### src/sv/cpu65x_pkg.sv
// ----------------------------------------------------------------------------
// cpu65x_pkg - shared types and constants of the 6502 execute unit
// Operation codes, write kinds, status bit positions and small ALU helpers.
// ----------------------------------------------------------------------------
`default_nettype none

package cpu65x_pkg;

    typedef logic [6:0] t_op;

    localparam t_op OP_ADC = 7'd0;
    localparam t_op OP_AND = 7'd1;
    localparam t_op OP_ASL = 7'd2;
    localparam t_op OP_BCC = 7'd3;
    localparam t_op OP_BCS = 7'd4;
    localparam t_op OP_BEQ = 7'd5;
    localparam t_op OP_BIT = 7'd6;
    localparam t_op OP_BMI = 7'd7;
    localparam t_op OP_BNE = 7'd8;
    localparam t_op OP_BPL = 7'd9;
    localparam t_op OP_BVC = 7'd10;
    localparam t_op OP_BVS = 7'd11;
    localparam t_op OP_CLC = 7'd12;
    localparam t_op OP_CLD = 7'd13;
    localparam t_op OP_CLI = 7'd14;
    localparam t_op OP_CLV = 7'd15;
    localparam t_op OP_CMP = 7'd16;
    localparam t_op OP_CPX = 7'd17;
    localparam t_op OP_CPY = 7'd18;
    localparam t_op OP_DEC = 7'd19;
    localparam t_op OP_DEX = 7'd20;
    localparam t_op OP_DEY = 7'd21;
    localparam t_op OP_EOR = 7'd22;
    localparam t_op OP_INC = 7'd23;
    localparam t_op OP_INX = 7'd24;
    localparam t_op OP_INY = 7'd25;
    localparam t_op OP_LDA = 7'd26;
    localparam t_op OP_LDX = 7'd27;
    localparam t_op OP_LDY = 7'd28;
    localparam t_op OP_LSR = 7'd29;
    localparam t_op OP_NOP = 7'd30;
    localparam t_op OP_ORA = 7'd31;
    localparam t_op OP_PHA = 7'd32;
    localparam t_op OP_PHP = 7'd33;
    localparam t_op OP_PLA = 7'd34;
    localparam t_op OP_PLP = 7'd35;
    localparam t_op OP_ROL = 7'd36;
    localparam t_op OP_ROR = 7'd37;
    localparam t_op OP_SBC = 7'd38;
    localparam t_op OP_SEC = 7'd39;
    localparam t_op OP_SED = 7'd40;
    localparam t_op OP_SEI = 7'd41;
    localparam t_op OP_STA = 7'd42;
    localparam t_op OP_STX = 7'd43;
    localparam t_op OP_STY = 7'd44;
    localparam t_op OP_TAX = 7'd45;
    localparam t_op OP_TAY = 7'd46;
    localparam t_op OP_TSX = 7'd47;
    localparam t_op OP_TXA = 7'd48;
    localparam t_op OP_TXS = 7'd49;
    localparam t_op OP_TYA = 7'd50;
    localparam t_op OP_SLO = 7'd51;
    localparam t_op OP_RLA = 7'd52;
    localparam t_op OP_SAX = 7'd53;
    localparam t_op OP_SRE = 7'd54;
    localparam t_op OP_RRA = 7'd55;
    localparam t_op OP_LAX = 7'd56;
    localparam t_op OP_DCP = 7'd57;
    localparam t_op OP_ISC = 7'd58;
    localparam t_op OP_ANC = 7'd59;
    localparam t_op OP_ASR = 7'd60;
    localparam t_op OP_ARR = 7'd61;
    localparam t_op OP_ANE = 7'd62;
    localparam t_op OP_LXA = 7'd63;
    localparam t_op OP_AXS = 7'd64;
    localparam t_op OP_HLT = 7'd65;

    typedef enum logic [1:0] {
        WK_NONE  = 2'd0,
        WK_EA    = 2'd1,
        WK_PUSH  = 2'd2
    } t_wkind;

    typedef enum logic [2:0] {
        RMW_ASL = 3'd0,
        RMW_LSR = 3'd1,
        RMW_ROL = 3'd2,
        RMW_ROR = 3'd3,
        RMW_INC = 3'd4,
        RMW_DEC = 3'd5
    } t_rmw;

    // status bit positions (NV1BDIZC)
    localparam int FLAG_C = 0;
    localparam int FLAG_Z = 1;
    localparam int FLAG_I = 2;
    localparam int FLAG_D = 3;
    localparam int FLAG_B = 4;
    localparam int FLAG_U = 5;
    localparam int FLAG_V = 6;
    localparam int FLAG_N = 7;

    localparam logic [7:0] SP_RESET    = 8'hFD;
    localparam logic [7:0] FLAGS_RESET = 8'h24;

    // shift/rotate/inc/dec: returns {carry out, result}; inc/dec pass carry in
    function automatic logic [8:0] rmw_op(input t_rmw kind, input logic [7:0] v,
                                          input logic cin);
        logic [8:0] res;
        begin
            unique case (kind)
                RMW_ASL: res = {v[7], v[6:0], 1'b0};
                RMW_LSR: res = {v[0], 1'b0, v[7:1]};
                RMW_ROL: res = {v[7], v[6:0], cin};
                RMW_ROR: res = {v[0], cin, v[7:1]};
                RMW_INC: res = {cin, v + 8'd1};
                RMW_DEC: res = {cin, v - 8'd1};
                default: res = {cin, v};
            endcase
            return res;
        end
    endfunction

    // binary add with carry: returns {carry, overflow, sum}
    function automatic logic [9:0] add_op(input logic [7:0] a, input logic [7:0] v,
                                          input logic cin);
        logic [8:0] sum;
        logic       ovf;
        begin
            sum = {1'b0, a} + {1'b0, v} + {8'd0, cin};
            ovf = ~(a[7] ^ v[7]) & (a[7] ^ sum[7]);
            return {sum[8], ovf, sum[7:0]};
        end
    endfunction

endpackage

`default_nettype wire

### src/sv/cpu6502_execute_unit.sv
// ----------------------------------------------------------------------------
// cpu6502_execute_unit - 6502 execute stage, binary arithmetic only
// Holds A, X, Y, SP, P and a sticky halt flag; executes one decoded
// operation per item, documented and undocumented, and reports the memory
// write request, the branch decision and the register file after the step.
// ----------------------------------------------------------------------------
//
//  channel | direction | handshake                 | payload
//  --------+-----------+---------------------------+------------------------------
//  in      | input     | i_in_valid / o_in_ready   | opcode, operand, acc mode
//  out     | output    | o_out_valid / i_out_ready | write req, branch, registers
//
//  Path: an accepted item passes the input register, then execute into the
//  architectural registers and the result register.
//  Throughput: one item per clock while results are taken; the execute step reads
//  the registers the previous item just wrote, so there is no hazard between items.
//  Stalls: a held result blocks execute; the input register then fills and
//  o_in_ready drops. Result payload stays stable while waiting.
//  Reset (synchronous, active low): A=X=Y=0, SP=0xFD, P=0x24, not halted,
//  both stages empty.
//
`default_nettype none

module cpu6502_execute_unit (
    input  wire logic                    i_clk,
    input  wire logic                    i_rst_n,
    input  wire logic                    i_in_valid,
    output logic                         o_in_ready,
    input  wire cpu65x_pkg::t_op         i_opcode,
    input  wire logic [7:0]              i_operand_value,
    input  wire logic                    i_accumulator_mode,
    output logic                         o_out_valid,
    input  wire logic                    i_out_ready,
    output logic [1:0]                   o_write_kind,
    output logic [7:0]                   o_write_data,
    output logic                         o_branch_taken,
    output logic [7:0]                   o_acc_out,
    output logic [7:0]                   o_index_x_out,
    output logic [7:0]                   o_index_y_out,
    output logic [7:0]                   o_stack_ptr_out,
    output logic [7:0]                   o_flags_out,
    output logic                         o_halted
);
    import cpu65x_pkg::*;

    // input register
    logic       r_in_valid;
    t_op        r_op;
    logic [7:0] r_m;
    logic       r_amode;

    // architectural state
    logic [7:0] r_a, r_x, r_y, r_sp, r_p;
    logic       r_halt;

    // result register (registers come straight from architectural state,
    // which only moves when a new result is loaded)
    logic       r_out_valid;
    t_wkind     r_wk;
    logic [7:0] r_wd;
    logic       r_br;

    logic       exec_fire;

    // next-state values of the execute step
    logic [7:0] n_a, n_x, n_y, n_sp, n_p;
    logic       n_halt;
    t_wkind     n_wk;
    logic [7:0] n_wd;
    logic       n_br;

    // shared datapath pieces
    t_rmw       rmw_kind;
    logic       rmw_on_acc;
    logic [7:0] rmw_src;
    logic [8:0] rmw_res;
    logic [7:0] add_val;
    logic       add_cin;
    logic [9:0] add_res;
    logic [7:0] and_ax;
    logic [7:0] cmp_reg;
    logic [7:0] cmp_val;
    logic [8:0] cmp_diff;
    logic [7:0] arr_val;

    assign exec_fire  = r_in_valid && (!r_out_valid || i_out_ready);
    assign o_in_ready = !r_in_valid || exec_fire;

    // read-modify-write unit: one shifter/incrementer shared by all RMW ops
    always_comb begin
        unique case (r_op)
            OP_LSR, OP_SRE: rmw_kind = RMW_LSR;
            OP_ROL, OP_RLA: rmw_kind = RMW_ROL;
            OP_ROR, OP_RRA: rmw_kind = RMW_ROR;
            OP_INC, OP_ISC: rmw_kind = RMW_INC;
            OP_DEC, OP_DCP: rmw_kind = RMW_DEC;
            default:        rmw_kind = RMW_ASL;
        endcase
    end

    // only the documented six honor accumulator mode
    assign rmw_on_acc = r_amode && (r_op == OP_ASL || r_op == OP_LSR || r_op == OP_ROL ||
                                    r_op == OP_ROR || r_op == OP_INC || r_op == OP_DEC);
    assign rmw_src    = rmw_on_acc ? r_a : r_m;
    assign rmw_res    = rmw_op(rmw_kind, rmw_src, r_p[FLAG_C]);

    // adder: SBC and ISC add the complement; RRA and ISC take the RMW result
    always_comb begin
        add_cin = r_p[FLAG_C];
        unique case (r_op)
            OP_SBC:  add_val = ~r_m;
            OP_RRA: begin
                add_val = rmw_res[7:0];
                add_cin = rmw_res[8];
            end
            OP_ISC:  add_val = ~rmw_res[7:0];
            default: add_val = r_m;
        endcase
    end
    assign add_res = add_op(r_a, add_val, add_cin);

    assign and_ax = r_a & r_x;

    // comparator: CMP/CPX/CPY, DCP against the decremented byte, AXS on A&X
    always_comb begin
        cmp_val = r_m;
        unique case (r_op)
            OP_CPX:  cmp_reg = r_x;
            OP_CPY:  cmp_reg = r_y;
            OP_AXS:  cmp_reg = and_ax;
            OP_DCP: begin
                cmp_reg = r_a;
                cmp_val = rmw_res[7:0];
            end
            default: cmp_reg = r_a;
        endcase
    end
    assign cmp_diff = {1'b0, cmp_reg} - {1'b0, cmp_val};

    assign arr_val = {r_p[FLAG_C], (r_a[7:1] & r_m[7:1])};

    // execute step
    always_comb begin
        n_a    = r_a;
        n_x    = r_x;
        n_y    = r_y;
        n_sp   = r_sp;
        n_p    = r_p;
        n_halt = r_halt;
        n_wk   = WK_NONE;
        n_wd   = 8'h00;
        n_br   = 1'b0;

        if (!r_halt) begin
            unique case (r_op)
                OP_ADC, OP_SBC: begin
                    n_a         = add_res[7:0];
                    n_p[FLAG_C] = add_res[9];
                    n_p[FLAG_V] = add_res[8];
                    n_p[FLAG_Z] = (add_res[7:0] == 8'h00);
                    n_p[FLAG_N] = add_res[7];
                end
                OP_AND: n_a = r_a & r_m;
                OP_EOR: n_a = r_a ^ r_m;
                OP_ORA: n_a = r_a | r_m;
                OP_ASL, OP_LSR, OP_ROL, OP_ROR, OP_INC, OP_DEC: begin
                    n_p[FLAG_C] = rmw_res[8];
                    n_p[FLAG_Z] = (rmw_res[7:0] == 8'h00);
                    n_p[FLAG_N] = rmw_res[7];
                    if (rmw_on_acc) begin
                        n_a = rmw_res[7:0];
                    end else begin
                        n_wk = WK_EA;
                        n_wd = rmw_res[7:0];
                    end
                end
                OP_BCC: n_br = !r_p[FLAG_C];
                OP_BCS: n_br = r_p[FLAG_C];
                OP_BEQ: n_br = r_p[FLAG_Z];
                OP_BNE: n_br = !r_p[FLAG_Z];
                OP_BMI: n_br = r_p[FLAG_N];
                OP_BPL: n_br = !r_p[FLAG_N];
                OP_BVC: n_br = !r_p[FLAG_V];
                OP_BVS: n_br = r_p[FLAG_V];
                OP_BIT: begin
                    n_p[FLAG_Z] = ((r_a & r_m) == 8'h00);
                    n_p[FLAG_V] = r_m[6];
                    n_p[FLAG_N] = r_m[7];
                end
                OP_CLC: n_p[FLAG_C] = 1'b0;
                OP_CLD: n_p[FLAG_D] = 1'b0;
                OP_CLI: n_p[FLAG_I] = 1'b0;
                OP_CLV: n_p[FLAG_V] = 1'b0;
                OP_SEC: n_p[FLAG_C] = 1'b1;
                OP_SED: n_p[FLAG_D] = 1'b1;
                OP_SEI: n_p[FLAG_I] = 1'b1;
                OP_CMP, OP_CPX, OP_CPY: begin
                    n_p[FLAG_C] = !cmp_diff[8];
                    n_p[FLAG_Z] = (cmp_diff[7:0] == 8'h00);
                    n_p[FLAG_N] = cmp_diff[7];
                end
                OP_DEX: n_x = r_x - 8'd1;
                OP_DEY: n_y = r_y - 8'd1;
                OP_INX: n_x = r_x + 8'd1;
                OP_INY: n_y = r_y + 8'd1;
                OP_LDA: n_a = r_m;
                OP_LDX: n_x = r_m;
                OP_LDY: n_y = r_m;
                OP_NOP: n_br = 1'b0;
                OP_PHA: begin
                    n_wk = WK_PUSH;
                    n_wd = r_a;
                    n_sp = r_sp - 8'd1;
                end
                OP_PHP: begin
                    n_wk = WK_PUSH;
                    n_wd = r_p | 8'h30;
                    n_sp = r_sp - 8'd1;
                end
                OP_PLA: begin
                    n_sp = r_sp + 8'd1;
                    n_a  = r_m;
                end
                OP_PLP: begin
                    n_sp = r_sp + 8'd1;
                    n_p  = r_m;
                end
                OP_STA: begin
                    n_wk = WK_EA;
                    n_wd = r_a;
                end
                OP_STX: begin
                    n_wk = WK_EA;
                    n_wd = r_x;
                end
                OP_STY: begin
                    n_wk = WK_EA;
                    n_wd = r_y;
                end
                OP_TAX: n_x  = r_a;
                OP_TAY: n_y  = r_a;
                OP_TSX: n_x  = r_sp;
                OP_TXA: n_a  = r_x;
                OP_TXS: n_sp = r_x;
                OP_TYA: n_a  = r_y;
                OP_SLO, OP_RLA, OP_SRE: begin
                    n_wk        = WK_EA;
                    n_wd        = rmw_res[7:0];
                    n_p[FLAG_C] = rmw_res[8];
                    priority case (r_op)
                        OP_SLO:  n_a = r_a | rmw_res[7:0];
                        OP_RLA:  n_a = r_a & rmw_res[7:0];
                        default: n_a = r_a ^ rmw_res[7:0];
                    endcase
                end
                OP_RRA, OP_ISC: begin
                    n_wk        = WK_EA;
                    n_wd        = rmw_res[7:0];
                    n_a         = add_res[7:0];
                    n_p[FLAG_C] = add_res[9];
                    n_p[FLAG_V] = add_res[8];
                    n_p[FLAG_Z] = (add_res[7:0] == 8'h00);
                    n_p[FLAG_N] = add_res[7];
                end
                OP_SAX: begin
                    n_wk = WK_EA;
                    n_wd = and_ax;
                end
                OP_LAX, OP_LXA: begin
                    n_a = r_m;
                    n_x = r_m;
                end
                OP_DCP: begin
                    n_wk        = WK_EA;
                    n_wd        = rmw_res[7:0];
                    n_p[FLAG_C] = !cmp_diff[8];
                    n_p[FLAG_Z] = (cmp_diff[7:0] == 8'h00);
                    n_p[FLAG_N] = cmp_diff[7];
                end
                OP_ANC: begin
                    n_a         = r_a & r_m;
                    n_p[FLAG_C] = r_a[7] & r_m[7];
                end
                OP_ASR: begin
                    n_a         = {1'b0, (r_a[7:1] & r_m[7:1])};
                    n_p[FLAG_C] = r_a[0] & r_m[0];
                end
                OP_ARR: begin
                    n_a         = arr_val;
                    n_p[FLAG_C] = arr_val[6];
                    n_p[FLAG_V] = arr_val[6] ^ arr_val[5];
                end
                OP_ANE: n_a = r_x & r_m;
                OP_AXS: begin
                    n_x         = cmp_diff[7:0];
                    n_p[FLAG_C] = !cmp_diff[8];
                    n_p[FLAG_Z] = (cmp_diff[7:0] == 8'h00);
                    n_p[FLAG_N] = cmp_diff[7];
                end
                OP_HLT: n_halt = 1'b1;
                default: n_br = 1'b0;
            endcase

            // N/Z from the register that a load, logic, transfer or index inc/dec op wrote
            unique case (r_op)
                OP_AND, OP_EOR, OP_ORA, OP_LDA, OP_PLA, OP_TXA, OP_TYA, OP_SLO,
                OP_RLA, OP_SRE, OP_LAX, OP_LXA, OP_ANC, OP_ASR, OP_ARR, OP_ANE: begin
                    n_p[FLAG_Z] = (n_a == 8'h00);
                    n_p[FLAG_N] = n_a[7];
                end
                OP_DEX, OP_INX, OP_LDX, OP_TAX, OP_TSX: begin
                    n_p[FLAG_Z] = (n_x == 8'h00);
                    n_p[FLAG_N] = n_x[7];
                end
                OP_DEY, OP_INY, OP_LDY, OP_TAY: begin
                    n_p[FLAG_Z] = (n_y == 8'h00);
                    n_p[FLAG_N] = n_y[7];
                end
                default: n_halt = n_halt;
            endcase

            n_p[FLAG_B] = 1'b0;
            n_p[FLAG_U] = 1'b1;
        end
    end

    // input register
    always_ff @(posedge i_clk) begin
        if (!i_rst_n) begin
            r_in_valid <= 1'b0;
        end else if (o_in_ready) begin
            r_in_valid <= i_in_valid;
        end
        if (o_in_ready && i_in_valid) begin
            r_op    <= i_opcode;
            r_m     <= i_operand_value;
            r_amode <= i_accumulator_mode;
        end
    end

    // architectural state and result register
    always_ff @(posedge i_clk) begin
        if (!i_rst_n) begin
            r_a         <= 8'h00;
            r_x         <= 8'h00;
            r_y         <= 8'h00;
            r_sp        <= SP_RESET;
            r_p         <= FLAGS_RESET;
            r_halt      <= 1'b0;
            r_out_valid <= 1'b0;
        end else begin
            if (exec_fire) begin
                r_a    <= n_a;
                r_x    <= n_x;
                r_y    <= n_y;
                r_sp   <= n_sp;
                r_p    <= n_p;
                r_halt <= n_halt;
            end
            if (exec_fire) begin
                r_out_valid <= 1'b1;
            end else if (i_out_ready) begin
                r_out_valid <= 1'b0;
            end
        end
        if (exec_fire) begin
            r_wk <= n_wk;
            r_wd <= n_wd;
            r_br <= n_br;
        end
    end

    assign o_out_valid     = r_out_valid;
    assign o_write_kind    = r_wk;
    assign o_write_data    = r_wd;
    assign o_branch_taken  = r_br;
    assign o_acc_out       = r_a;
    assign o_index_x_out   = r_x;
    assign o_index_y_out   = r_y;
    assign o_stack_ptr_out = r_sp;
    assign o_flags_out     = r_p;
    assign o_halted        = r_halt;

    // halt is sticky until reset
    a_halt_sticky : assert property (@(posedge i_clk) disable iff (!i_rst_n)
        r_halt |=> r_halt)
        else $error("halt flag cleared without reset");

    // once halted, a result requests nothing and takes no branch
    a_halt_quiet : assert property (@(posedge i_clk) disable iff (!i_rst_n)
        r_out_valid && r_halt |-> (r_wk == WK_NONE) && !r_br)
        else $error("halted unit reported activity");

    // a branch decision never comes with a write request
    a_branch_no_write : assert property (@(posedge i_clk) disable iff (!i_rst_n)
        r_out_valid && r_br |-> (r_wk == WK_NONE))
        else $error("branch result with write request");

    // architectural registers move only when a result is loaded
    a_state_hold : assert property (@(posedge i_clk) disable iff (!i_rst_n)
        r_out_valid && !i_out_ready |=> $stable(r_a) && $stable(r_sp) && $stable(r_p))
        else $error("state changed while result stalled");

    // P always reads with B clear and bit 5 set
    a_flags_form : assert property (@(posedge i_clk) disable iff (!i_rst_n)
        exec_fire |=> r_p[FLAG_U] && !r_p[FLAG_B])
        else $error("status register malformed");

endmodule

`default_nettype wire

### config.mk
export PLATFORM = sky130hd
export DESIGN_NAME = cpu6502_execute_unit
export DESIGN_NICKNAME = d
export VERILOG_FILES = /design/src/sv/cpu65x_pkg.sv /design/src/sv/cpu6502_execute_unit.sv
export SDC_FILE = /design/constraint.sdc
export NUM_CORES = 1
export LEC_CHECK = 0
export BUFFER_PORTS_ARGS = -buffer_cell sky130_fd_sc_hd__clkbuf_2
export CAP_MARGIN = 20
export CORE_MARGIN = 2
export CORE_UTILIZATION = 30
export CTS_CLUSTER_SIZE = 30
export DETAILED_ROUTE_END_ITERATION = 7
export HOLD_SLACK_MARGIN = 0.12
export PLACE_DENSITY = 0.47
export SLEW_MARGIN = 25
export SYNTH_ARGS = -nofsm -noshare
export SYNTH_HDL_FRONTEND = slang
export SYNTH_SLANG_ARGS = --single-unit
### constraint.sdc
create_clock -name i_clk -period 10.51 [get_ports i_clk]
set_input_delay 1.5765 -clock i_clk [delete_from_list [all_inputs] [get_ports i_clk]]
set_output_delay 1.5765 -clock i_clk [all_outputs]
set_load 0.01 [all_outputs]
==> reports/qor.yml <==
maxSlewViolCount: 0
synth_cell_types: 84
wire_per_inst_um: 27.7
vdd_ir_drop_max_mv: 0.0723
initial_core_util: 0.306
multiInputGateArea_sq_mm: 0.00609
crit_type: "register to register"
worst_ep_arrival_time_ns: 7.75
die_h_um: 170
grt_overflow_total: 0
cp_cell_sequence: "buf_4 -> and3b_1 -> o211a_4 -> o21ai_4 -> mux2i_2 -> inv_1 -> fa_1 -> xnor2_1 -> a21oi_1 -> mux2i_1 -> ha_1 -> o21a_1 -> o31a_1 -> or4_1 -> a31oi_1 -> xor2_1 -> o221a_2 -> o211ai_1 -> o41a_1 -> o41ai_2 -> a41o_1"
num-fill-cells: 2894
port_buffers: 71
max_freq_mhz: 134
dr_total_vias: 9347
dp.final_hpwl_um: 30100
crit_fanout: 37
post-place-ws_ns: 3.24
holdWs_ns: 0.530
syn-num-nets: 1194
synth.top_cell.area_share: 0.109
drive_gt1_frac: 0.129
die_x_um: 170
start_kind: "register"
syn_area_sq_mm: 0.00825
fin_crit_sh: 0.708
slowest_delay_ns: 0.82
synth_area_leaders: "ha_1, dfxtp_1, edfxtp_1"
synth-xor-area-share: 0.0382
h-tree-depth: 3
numCtsBuffers: 9
synth_top_area_cell: "ha_1"
ioPinCount: 74
antenna_found_initial: 0
outcome: "completed"
wl_um: 40900
setup_violations: 0
synth-edff-count: 27
dieArea_sq_mm: 0.0288
grt_pass1_vias: 8854
drc_errors: 0
slew-limit-headroom: 0.284
nets: 1231
synth_common_cells: "nor2_1, a21oi_1, nand2_1"
post-cts-setup-buffers: 0
cts_tree: "yes"
cts_hold_buf: 0
hp-start: "r_in_valid"
area_growth_pct: 12.7
rsz0062_at_grt: "false"
synth.avg_cell_area_sq_um: 7.53
finalCriticalPeriod_ns: 7.44
synth_adder_area_share: 0.126
drt_first_pass_iters: 5
powerDensity_mw_per_mm2: 99.9
timing.final.ws_setup_ns: 3.07
holdCritPathClass: "register to register"
dp.cells: 1462
antenna_left: 0
path_depth: 21
synth_top_family_by_area: "compound AO/OA/AOI/OAI gates"
synth-simple-area-share: 0.222
reg2reg_depth: 21
final_cells: 1478
cts_resized: 0
r2r_slack_ns: 3.07
cts.clk_slew.worst_paths_ns: 0.07
drv_cap: 0
synthArstFlopShare: 0
end_kind: "register"
hold_viol: 0
path_delay_family: "compound AO/OA/AOI/OAI gates"
holdPathStages: 2
clock_latency_ns: 0.37
rows: 60
crit_start: "r_op[1]"
synth_compound_area_frac: 0.305
worst_path_max_delay_cell: "edfxtp_1"
coreArea_sq_mm: 0.0270
routed_via_density: 6.32
first_iter_violations: 1274
grt_use_total: 0.284
worst_slew_pin_slew_ns: 1.07
cp_num_buf_inv: 2
p_leak_uw: 0.00375
syn_inst: 1095
synth.area.mux_share: 0.0432
insertedDiodeCount: 0
gp_routability_congestion: 0.987
cts.sinks: 68
grt_pass1_wl_um: 60200
synth_ff_type: "dfxtp_1"
yosys_warnings: 0
cts_buffer_depth: 2
root_buffer: "clkbuf_16"
synth.most_common_cell: "nor2_1"
r2r_start: "r_op[1]"
grt_max_degree: 47
ys_seq_area_frac: 0.198
critPathRequiredTime_ns: 10.82
ff_latch_area_sq_mm: 0.00163
ys_seq_elements: 68
tns_ns: 0
skew_ns: 0.0148
-- final cells by class --
class / instances / area share
clock buffer: 10 / 0.0269
timing repair buffer: 100 / 0.0616
sequential: 68 / 0.176
inverter: 63 / 0.0254
clock inverter: 6 / 0.00996
multi-input combinational: 890 / 0.655
tap: 341 / 0.0459
-- cell usage in the layout (no fill, tap or decap), types with 9 or more instances in the layout --
| cell | count |
|---|---|
| or3_1 | 10 |
| edfxtp_1 | 27 |
| a221oi_1 | 13 |
| nand2_1 | 85 |
| nand3_1 | 26 |
| nor4_1 | 12 |
| o22ai_1 | 12 |
| a31oi_1 | 9 |
| xor2_1 | 11 |
| clkbuf_2 | 71 |
| mux2i_1 | 31 |
| buf_4 | 29 |
| nand2b_1 | 11 |
| o21ai_0 | 61 |
| inv_1 | 63 |
| nor2_1 | 119 |
| a222oi_1 | 12 |
| a22oi_1 | 16 |
| nand4_1 | 11 |
| clkbuf_16 | 10 |
| ha_1 | 72 |
| xnor2_1 | 25 |
| nor2b_1 | 16 |
| a21o_1 | 10 |
| o211ai_1 | 23 |
| o21a_1 | 9 |
| nor3_1 | 36 |
| dfxtp_1 | 41 |
| a21oi_1 | 99 |
| a211oi_1 | 20 |
-- per-stage QoR --
stage	utilization	power [uW]	area, sq um
after floorplan	-	463	8250
after global placement	0.331	558	8930
after detailed placement	0.332	556	8940
after CTS	0.345	925	9290
after global routing	0.345	961	9300
final	0.345	929	9300
-- report_power, final --
part	leakage, uW	internal (uW)	total (uW)	switching, uW
Clock	0.000169	224	368	144
Sequential	0.000588	285	312	27.3
Combinational	0.00300	83.5	248	165
-- layer usage --
metal | part of all wire | GRT usage | vias to the layer above
li1 | - | - | 4201
met2 | 0.42 | 0.421 | 595
met1 | 0.43 | 0.399 | 4439
met4 | 0.047 | 0.132 | 0
met3 | 0.10 | 0.0493 | 112
met5 | 0 | 0 | -
-- worst paths after layout --
kind                                        to
worst max register to register  o_flags_out[1]
worst max-delay path            o_flags_out[1]
worst min register to register     o_out_valid
worst min-delay path               o_out_valid
-- worst register-to-register path: cells and delay by family, from the launching register on --
kind	cells	cell delay (ns)
and+or+nand+nor	2	0.66
xor gates and xnor gates	2	0.45
AOI/OAI and AO/OA	11	3.17
muxes	2	0.72
buffers and inverters	2	0.68
DFF	1	0.82
adders and majority gates	2	0.89
-- sequential cells by signal, indices dropped and copies added (netlist names), 2 cells and up --
name and cells:
o_index_y_out 8, r_op 7, o_write_data 8, o_stack_ptr_out 8
o_acc_out 8, o_index_x_out 8, o_write_kind 2, r_m 8
o_flags_out 6
-- cell families (layout without fill, tap and decap cells) --
| group | Yosys count | in the layout |
|---|---|---|
| flops | 68 | 68 |
| other cells | 2 | 2 |
| compound gates | 365 | 365 |
| fa+ha+maj | 79 | 79 |
| simple gates | 373 | 373 |
| xor+xnor | 36 | 36 |
| buf+inv | 137 | 179 |
| mux | 35 | 35 |
No activity file was read; power rests on OpenSTA's default activity.
